===== src/rtl/esc_pkg.sv =====
// Shared types, constants and arithmetic helpers of the sensor compensation block.
// Used by every module under rtl; depends on nothing else.
package esc_pkg;

  typedef logic signed [31:0] s32_t;

  localparam int unsigned CfgIdxW      = 3;
  localparam int unsigned CfgDataW     = 56;
  localparam int unsigned QueueDepthDf = 4;

  typedef enum logic [CfgIdxW-1:0] {
    CfgTemp   = 3'd0,
    CfgPressA = 3'd1,
    CfgPressB = 3'd2,
    CfgPressC = 3'd3,
    CfgHumA   = 3'd4,
    CfgHumB   = 3'd5
  } cfg_idx_e;

  localparam s32_t PressOffset = 32'sd64000;
  localparam s32_t PressFull   = 32'sd1048576;
  localparam s32_t PressScale  = 32'sd3125;
  localparam s32_t PressLimit  = 32'sd1073741824;
  localparam s32_t DivBase     = 32'sd32768;
  localparam s32_t TempRound   = 32'sd128;
  localparam s32_t HumScale    = 32'sd1000;
  localparam s32_t HumBias     = 32'sd16384;
  localparam s32_t PressMax    = 32'sd262143;
  localparam s32_t HumMax      = 32'sd100000;

  // x / 100 == (x * Div100Magic) >> 37 for every 32-bit unsigned x
  localparam logic [63:0] Div100Magic = 64'd1374389535;

  // calibration words, each extended to the datapath width
  typedef struct packed {
    s32_t t1; s32_t t2; s32_t t3;
    s32_t p1; s32_t p2; s32_t p3; s32_t p4; s32_t p5;
    s32_t p6; s32_t p7; s32_t p8; s32_t p9; s32_t p10;
    s32_t h1; s32_t h2; s32_t h3; s32_t h4; s32_t h5; s32_t h6; s32_t h7;
  } cal_t;

  typedef struct packed {
    logic [15:0] rh;
    logic [19:0] rp;
    logic [19:0] rt;
  } in_item_t;

  // handed from front to back through the queue
  typedef struct packed {
    s32_t        tf;
    logic [19:0] rp;
    logic [15:0] ct_sat;
    logic [16:0] hm;
  } mid_item_t;

  typedef struct packed {
    logic        fault;
    logic [16:0] hm;
    logic [17:0] pc;
    logic [15:0] ct;
  } out_item_t;

  function automatic logic [31:0] abs32(input s32_t x);
    return x[31] ? 32'(-x) : 32'(x);
  endfunction

  function automatic s32_t div100_q(input logic [63:0] p);
    return s32_t'({5'b0, p[63:37]});
  endfunction

endpackage


===== src/rtl/esc_queue.sv =====
// Short queue between front and back pipelines so each side stalls on its own.
// Depends on esc_pkg.
module esc_queue import esc_pkg::*; #(
  parameter int unsigned Depth = QueueDepthDf
) (
  input  logic      clk_i,
  input  logic      rst_ni,
  input  logic      in_valid_i,
  output logic      in_ready_o,
  input  mid_item_t in_data_i,
  output logic      out_valid_o,
  input  logic      out_ready_i,
  output mid_item_t out_data_o
);

  localparam int unsigned PtrW = (Depth > 1) ? $clog2(Depth) : 1;
  localparam int unsigned CntW = $clog2(Depth + 1);

  mid_item_t       mem_q [Depth];
  logic [PtrW-1:0] wr_ptr_q, rd_ptr_q;
  logic [CntW-1:0] cnt_q;
  logic            push, pop;

  assign in_ready_o  = cnt_q != CntW'(Depth);
  assign out_valid_o = cnt_q != '0;
  assign push        = in_valid_i && in_ready_o;
  assign pop         = out_valid_o && out_ready_i;
  assign out_data_o  = mem_q[rd_ptr_q];

  always_ff @(posedge clk_i or negedge rst_ni) begin
    if (!rst_ni) begin
      wr_ptr_q <= '0;
      rd_ptr_q <= '0;
      cnt_q    <= '0;
    end else begin
      if (push) begin
        wr_ptr_q <= (wr_ptr_q == PtrW'(Depth - 1)) ? '0 : wr_ptr_q + 1'b1;
      end
      if (pop) begin
        rd_ptr_q <= (rd_ptr_q == PtrW'(Depth - 1)) ? '0 : rd_ptr_q + 1'b1;
      end
      if (push && !pop) begin
        cnt_q <= cnt_q + 1'b1;
      end else if (pop && !push) begin
        cnt_q <= cnt_q - 1'b1;
      end
    end
  end

  always_ff @(posedge clk_i) begin
    if (push) begin
      mem_q[wr_ptr_q] <= in_data_i;
    end
  end

`ifndef ASSERT_OFF
  a_cnt_bound: assert property (@(posedge clk_i) disable iff (!rst_ni)
    cnt_q <= CntW'(Depth)) else $error("queue count beyond depth");
  a_cnt_step: assert property (@(posedge clk_i) disable iff (!rst_ni)
    push && !pop |=> cnt_q == $past(cnt_q) + 1'b1) else $error("queue count lost a push");
  a_ptr_match: assert property (@(posedge clk_i) disable iff (!rst_ni)
    cnt_q == '0 |-> wr_ptr_q == rd_ptr_q) else $error("queue pointers apart while empty");
`endif

endmodule


===== config.mk =====
export PLATFORM = sky130hd
export DESIGN_NAME = esc_queue
export DESIGN_NICKNAME = d
export VERILOG_FILES = /design/src/rtl/esc_pkg.sv /design/src/rtl/esc_queue.sv
export SDC_FILE = /design/constraint.sdc
export NUM_CORES = 1
export LEC_CHECK = 0
export ABC_AREA = 1
export BUFFER_PORTS_ARGS = -buffer_cell sky130_fd_sc_hd__buf_2
export CAP_MARGIN = 20
export CORE_MARGIN = 4
export CORE_UTILIZATION = 35
export CTS_CLUSTER_SIZE = 30
export DETAILED_ROUTE_END_ITERATION = 10
export GPL_TIMING_DRIVEN = 0
export PLACE_DENSITY = 0.57
export SYNTH_ARGS = -nofsm -noshare
export SYNTH_HDL_FRONTEND = slang
export SYNTH_SLANG_ARGS = --single-unit

===== constraint.sdc =====
create_clock -name clk_i -period 10.8 [get_ports clk_i]
set_input_delay 2.7 -clock clk_i [delete_from_list [all_inputs] [get_ports clk_i]]
set_output_delay 2.7 -clock clk_i [all_outputs]
set_load 0.02 [all_outputs]

==> impl_metrics.csv, run 1 <==
group,metric,value,unit
critical_path,crit_arrival,2.00,ns
power_and_ir_drop,p_leak,0.006790,µW
synthesis,yosysMostFrequentCell,"edfxtp_1",
run_status,status,"finished clean",
synthesis,synth_enable_flop_cells,340,
critical_path,start_kind,"flip-flop",
critical_path,path_max_fanout,10,
timing,min_period_over_period,43.53,%
cts,clk-insertion-delay-late,0.52,ns
global_routing,track_usage,14.76,%
synthesis,yosys_warnings,0,
timing,fmax,212.7,MHz
cells_and_area,drive_above_1_share,22.76,%
global_routing,grt-ovfl-total,0,
power_and_ir_drop,peakVddDrop,0.1470,mV
timing,period_minus_slack,4.701,ns
route,routed_wl,33050,µm
cts,cts_tree,"done",
global_routing,grt_pass1_wl,49620,µm
route,vias_per_cell,4.650,
synthesis,synth_cell_type_count,17,
synthesis,yosys.area.top_type,"edfxtp_1",
critical_path,worstSetupPathType,"reg -> out",
power_and_ir_drop,power_density,294.4,nW/µm²
cells_and_area,fin_util,43.13,%
synthesis,yosysTopAreaCellShare,72.86,%
power_and_ir_drop,switching_share,36.89,%
power_and_ir_drop,p_sw,1857,µW
job,maxCapViolCount,0,
route,drt_iter0_markers,437,
cells_and_area,syn2layout_area_growth,22.00,%
power_and_ir_drop,power_frac_comb,38.3,%
cts,cts_hold_buf,0,
cells_and_area,final_net_count,1375,
timing,slew_headroom,45.12,%
cts,htree_levels,2,
critical_path,worstPathRequired,8.10,ns
synthesis,syn_avg_cell_area,13.33,µm²
synthesis,ys_ff_latch,347,
synthesis,synth_seq_area_share,74.11,%
floorplanning,die_y,208.1,µm
cells_and_area,regArea,10390,µm²
route,remaining_drc_errors,0,
cts,clock_path_buffers,3,
route,vias,8509,
floorplanning,die_w,208.1,µm
timing,worst_pin_slew,0.8213,ns
route,drtPass1Iterations,4,
route,ant_nets,0,
timing,slew_viol_final,0,
synthesis,synth-main-ff-cell,"edfxtp_1",
hold_path,holdCritPathClass,"reg -> reg",
placed_design,gp_congestion,0.7274,
cts,clk_pin_slew,0.06,ns
placed_design,dp_hpwl,21500,µm
global_routing,grt_max_degree,29,
floorplanning,initial_core_util,35.35,%
cts,cts_resized,0,
timing,finalSetupViolCount,0,
critical_path,critPathCaptureType,"output port",
cts,numCtsBuffers,38,
synthesis,synth.area.top_cells,"edfxtp_1, o211ai_1, nand2_1, inv_1, buf_6",
floorplanning,core-area,39640,µm²
timing,hold_violations,0,
cts,postCtsSetupBuffers,0,
timing,rsz0062_at_grt,"no",
placed_design,numPortBuffers,175,
floorplanning,io_pins,176,
timing,finClkSkew,0.009257,ns
synthesis,synthCells,1051,
synthesis,syn_nets,1147,
timing,setup_ws,6.099,ns
power_and_ir_drop,clock_power_share,25.5,%
critical_path,reg2reg_slack,8.22,ns
route,wl_per_cell,18.06,µm
power_and_ir_drop,p_seq_share,36.2,%
power_and_ir_drop,internal-power,3176,µW
cells_and_area,diodes,0,
global_routing,grt_pass1_vias,8170,
synthesis,netlist_area,14010,µm²
cts,cts_sinks,347,
floorplanning,design.die.area,43300,µm²
placed_design,dp_slack,6.122,ns
cts,root_buffer,"clkbuf_16",
cells_and_area,multi_input_area,2492,µm²
cells_and_area,n_fill_cell,3681,
synthesis,synth_common_cells,"edfxtp_1, nand2_1, inv_1",
synthesis,async_flop_share,2.017,%
global_routing,antenna_found_initial,7,
floorplanning,rows,73,
timing,final.setup.tns,0,ns
per-layer routing:
metal	global-route usage, %	wire (µm)
met1	20.26	14860
met2	23.98	15840
met3	3.212	1530
met4	3.986	748
met5	0	75
power by group through the flow:
stage               clock network (µW)  registers (µW)  logic, µW
CTS                               1320            1820       1990
floorplan                            0            1870       1210
detailed placement                   0            1850       1980
global placement                     0            1920       1890
finish                            1280            1820       1930
global route                      1370            1840       2120
flip-flops by register name (all words and copies together), names as in the netlist:
name      cells
wr_ptr_q      2
cnt_q         3
mem_q       340
rd_ptr_q      2
worst paths after layout:
kind,endpoint,start,cells after the start
worst max-delay path,out_data_o[65],rd_ptr_q[1]$_DFFE_PN0P_,6
worst min-delay path,cnt_q[2]$_DFFE_PN0P_,cnt_q[2]$_DFFE_PN0P_,2
worst max register to register,mem_q[0][29]$_DFFE_PP_,cnt_q[0]$_DFFE_PN0P_,6
worst min register to register,cnt_q[2]$_DFFE_PN0P_,cnt_q[2]$_DFFE_PN0P_,2
max in group asynchronous,cnt_q[1]$_DFFE_PN0P_,rst_ni,1
min in group asynchronous,wr_ptr_q[1]$_DFFE_PN0P_,rst_ni,1
kinds of logic after synthesis:
logic type	count (synthesis)	share of synthesized area, %
adders and majority gates	7	0.6786
and+or+nand+nor	284	7.688
xor gates and xnor gates	1	0.06252
buffers and inverters	241	8.313
DFF	347	74.11
AOI/OAI and AO/OA	171	9.144
cells in the final DEF, fill, tap and decap left out, drive strengths merged:
master / n
dfrtp: 7
ha: 6
edfxtp: 340
nand4: 1
bufinv: 4
xnor2: 1
clkbuf: 55
o211ai: 170
fa: 1
nand2: 270
inv: 184
nor2: 6
o21ai: 1
clkinv: 9
nand3: 7
clkinvlp: 2
buf: 241
layout make-up:
cell class | count | share of cell area [%]
clock buffers | 51 | 6.221
flip-flops and latches | 347 | 60.75
clock inverters | 15 | 1.017
repair buffers | 188 | 6.777
multi-input cells | 463 | 14.58
inverters | 184 | 4.040
well taps | 525 | 3.843
plain buffers | 57 | 2.774
worst max-delay path: stages, from the launching register on:
cell,delay (ns)
dfrtp_1,0.35
buf_4,0.18
buf_4,0.22
buf_2,0.28
o211ai_1,0.13
nand2_1,0.13
buf_2,0.18
per-stage QoR:
step / cell area (µm²) / power (µW) / cells / hold slack [ns]
2_1_floorplan: 14010 / 3080 / 1051 / 0.4628
3_3_place_gp: 15540 / 3807 / 1751 / 0.4817
3_5_place_dp: 15860 / 3833 / 1764 / 0.5030
4_1_cts: 17100 / 5130 / 1830 / 0.5349
5_1_grt: 17100 / 5330 / 1830 / 0.5467
6_report: 17100 / 5032 / 1830 / 0.5351
Note: power is estimated with default switching activity, not from simulation.
==> inputs of run 2 (changes only) <==
--- a/config.mk
+++ b/config.mk
@@ -13,7 +13,7 @@
 export CTS_CLUSTER_SIZE = 30
 export DETAILED_ROUTE_END_ITERATION = 10
 export GPL_TIMING_DRIVEN = 0
-export PLACE_DENSITY = 0.57
+export PLACE_DENSITY = 0.59
 export SYNTH_ARGS = -nofsm -noshare
 export SYNTH_HDL_FRONTEND = slang
 export SYNTH_SLANG_ARGS = --single-unit
==> constraint.sdc (replaced) <==
create_clock -name clk_i -period 4.1 [get_ports clk_i]
set_input_delay 1.025 -clock clk_i [delete_from_list [all_inputs] [get_ports clk_i]]
set_output_delay 1.025 -clock clk_i [all_outputs]
set_load 0.02 [all_outputs]
==> run 2 against run 1 <==
Against the previous run: die area stayed put; critical path type unchanged; largest power group unchanged; global-route usage is 0.37 points higher; combinational power grew to 2.6 times the previous value; setup slack worse by 5.1 ns.
==> impl_metrics.csv, run 2 (synthesis gave the netlist of run 1 again) <==
group,metric,value,unit
power_and_ir_drop,peakVddDrop,0.4957,mV
placed_design,numPortBuffers,175,
global_routing,grt-ovfl-total,0,
route,drt_iter0_markers,479,
power_and_ir_drop,power_frac_comb,38.9,%
critical_path,critPathCaptureType,"output port",
floorplanning,rows,73,
cells_and_area,drive_above_1_share,22.59,%
timing,finClkSkew,0.01623,ns
route,drtPass1Iterations,5,
cells_and_area,largest_reg_flops,340,
route,ant_nets,0,
power_and_ir_drop,clock_power_share,24.6,%
floorplanning,die_y,208.1,µm
critical_path,start_kind,"flip-flop",
cts,clock_path_buffers,3,
cells_and_area,postLayoutCellArea,17050,µm²
cts,clk-insertion-delay-late,0.54,ns
cells_and_area,mostFrequentLayoutCells,"edfxtp_1, nand2_1, buf_2",
cells_and_area,n_fill_cell,3657,
critical_path,worstPathRequired,3.07,ns
hold_path,holdCritPathClass,"in -> async",
route,vias_per_cell,4.627,
floorplanning,initial_core_util,35.35,%
power_and_ir_drop,p_seq_share,36.5,%
critical_path,path_max_fanout,10,
floorplanning,design.die.area,43300,µm²
timing,slew_viol_final,0,
timing,slew_headroom,38.21,%
power_and_ir_drop,power_density,771.0,nW/µm²
job,maxCapViolCount,0,
cells_and_area,fin_util,43.02,%
cts,cts_sinks,347,
cts,cts_tree,"done",
timing,finalSetupViolCount,0,
floorplanning,io_pins,176,
timing,fmax,325.5,MHz
cts,numCtsBuffers,38,
critical_path,crit_arrival,2.05,ns
cts,postCtsSetupBuffers,0,
floorplanning,core-area,39640,µm²
cts,clk_pin_slew,0.06,ns
placed_design,placed_area,15870,µm²
cells_and_area,final_net_count,1375,
power_and_ir_drop,p_sw,4915,µW
power_and_ir_drop,internal-power,8234,µW
run_status,status,"finished clean",
route,wl_per_cell,18.18,µm
cells_and_area,layout_commonest_cell,"edfxtp_1",
global_routing,antenna_found_initial,5,
cells_and_area,syn2layout_area_growth,21.70,%
cts,root_buffer,"clkbuf_16",
route,vias,8472,
critical_path,worstSetupPathType,"reg -> out",
power_and_ir_drop,switching_share,37.38,%
timing,period_minus_slack,3.072,ns
cells_and_area,regMostFlops,"mem_q",
global_routing,grt_pass1_vias,8433,
cts,htree_levels,2,
placed_design,gp_congestion,0.7215,
timing,hold_slack,0.3202,ns
cells_and_area,reg_top3,"mem_q (340), cnt_q (3)",
cts,cts_hold_buf,0,
power_and_ir_drop,p_leak,0.006776,µW
timing,worst_pin_slew,0.9247,ns
cts,cts_resized,0,
floorplanning,die_w,208.1,µm
timing,rsz0062_at_grt,"no",
cells_and_area,diodes,0,
critical_path,r2r-start,"cnt_q[0]$_DFFE_PN0P_",
route,routed_wl,33280,µm
route,remaining_drc_errors,0,
critical_path,cp-startpoint,"rd_ptr_q[1]$_DFFE_PN0P_",
timing,min_period_over_period,74.92,%
placed_design,dp_hpwl,21700,µm
global_routing,grt_max_degree,30,
global_routing,grt_pass1_wl,50800,µm
timing,hold_violations,0,
global_routing,track_usage,15.13,%
==> run 2: cell types whose count changed in the layout (fill, tap and decap cells not counted) <==
cell	before	now
bufinv_16	4	3
clkinv_1	5	10
clkbuf_16	41	39
buf_12	10	8
clkinvlp_4	2	0
inv_6	0	3
clkbuf_1	14	12
buf_16	3	5
==> run 2: path summary, 6_finish.rpt <==
check                      cells past startpoint  slack [ns]                      to
setup / recovery                               6        1.03          out_data_o[30]
hold / removal                                 1        0.32    cnt_q[1]$_DFFE_PN0P_
setup reg to reg                               6        1.56  mem_q[0][31]$_DFFE_PP_
hold reg to reg                                2        0.51    cnt_q[2]$_DFFE_PN0P_
max in group asynchronous                      1        3.61    cnt_q[0]$_DFFE_PN0P_
min in group clk_i                             2        0.51    cnt_q[2]$_DFFE_PN0P_
==> run 2: layer usage <==
layer / up-vias / GRT usage [%] / part of all wire (%)
li1: 4134 / - / -
met4: 10 / 4.371 / 1.6
met3: 37 / 3.468 / 4.6
met5: - / 0 / 0.22
met2: 164 / 24.87 / 49
met1: 4127 / 20.28 / 45
==> run 2: worst max-delay path, cell delays in order, from the launching register on <==
cell,delay [ns]
dfrtp_1,0.35
buf_4,0.19
buf_4,0.22
buf_2,0.31
o211ai_1,0.14
nand2_1,0.12
buf_2,0.18
==> run 2: per-stage QoR <==
step | total power [µW] | setup slack (ns) | TNS [ns] | cells
after global placement | 10030 | -4.620 | -1536.47 | 1751
after global routing | 13930 | 0.9189 | 0 | 1831
after CTS | 13390 | 0.9805 | 0 | 1831
after floorplan | 8112 | -1.156 | -393.07 | 1051
after detailed placement | 10120 | 1.085 | 0 | 1764
final | 13150 | 1.028 | 0 | 1831
==> run 2: power by group through the flow <==
stage / Clock (µW) / Sequential, µW / Combinational, µW
after floorplan: 0 / 4940 / 3170
after global placement: 0 / 5050 / 4980
after detailed placement: 0 / 4880 / 5240
after CTS: 3330 / 4800 / 5260
after global routing: 3480 / 4850 / 5590
final: 3240 / 4800 / 5110
==> run 2: final cells by class <==
cell class	instances	area [µm²]	share of cell area [%]
plain buffers	57	474.2	2.781
clock buffers	47	1006	5.899
clock inverters	20	173.9	1.020
inverters	184	690.7	4.050
multi-input cells	463	2492	14.62
flip-flops and latches	347	10390	60.90
well taps	525	656.9	3.852
repair buffers	188	1174	6.882
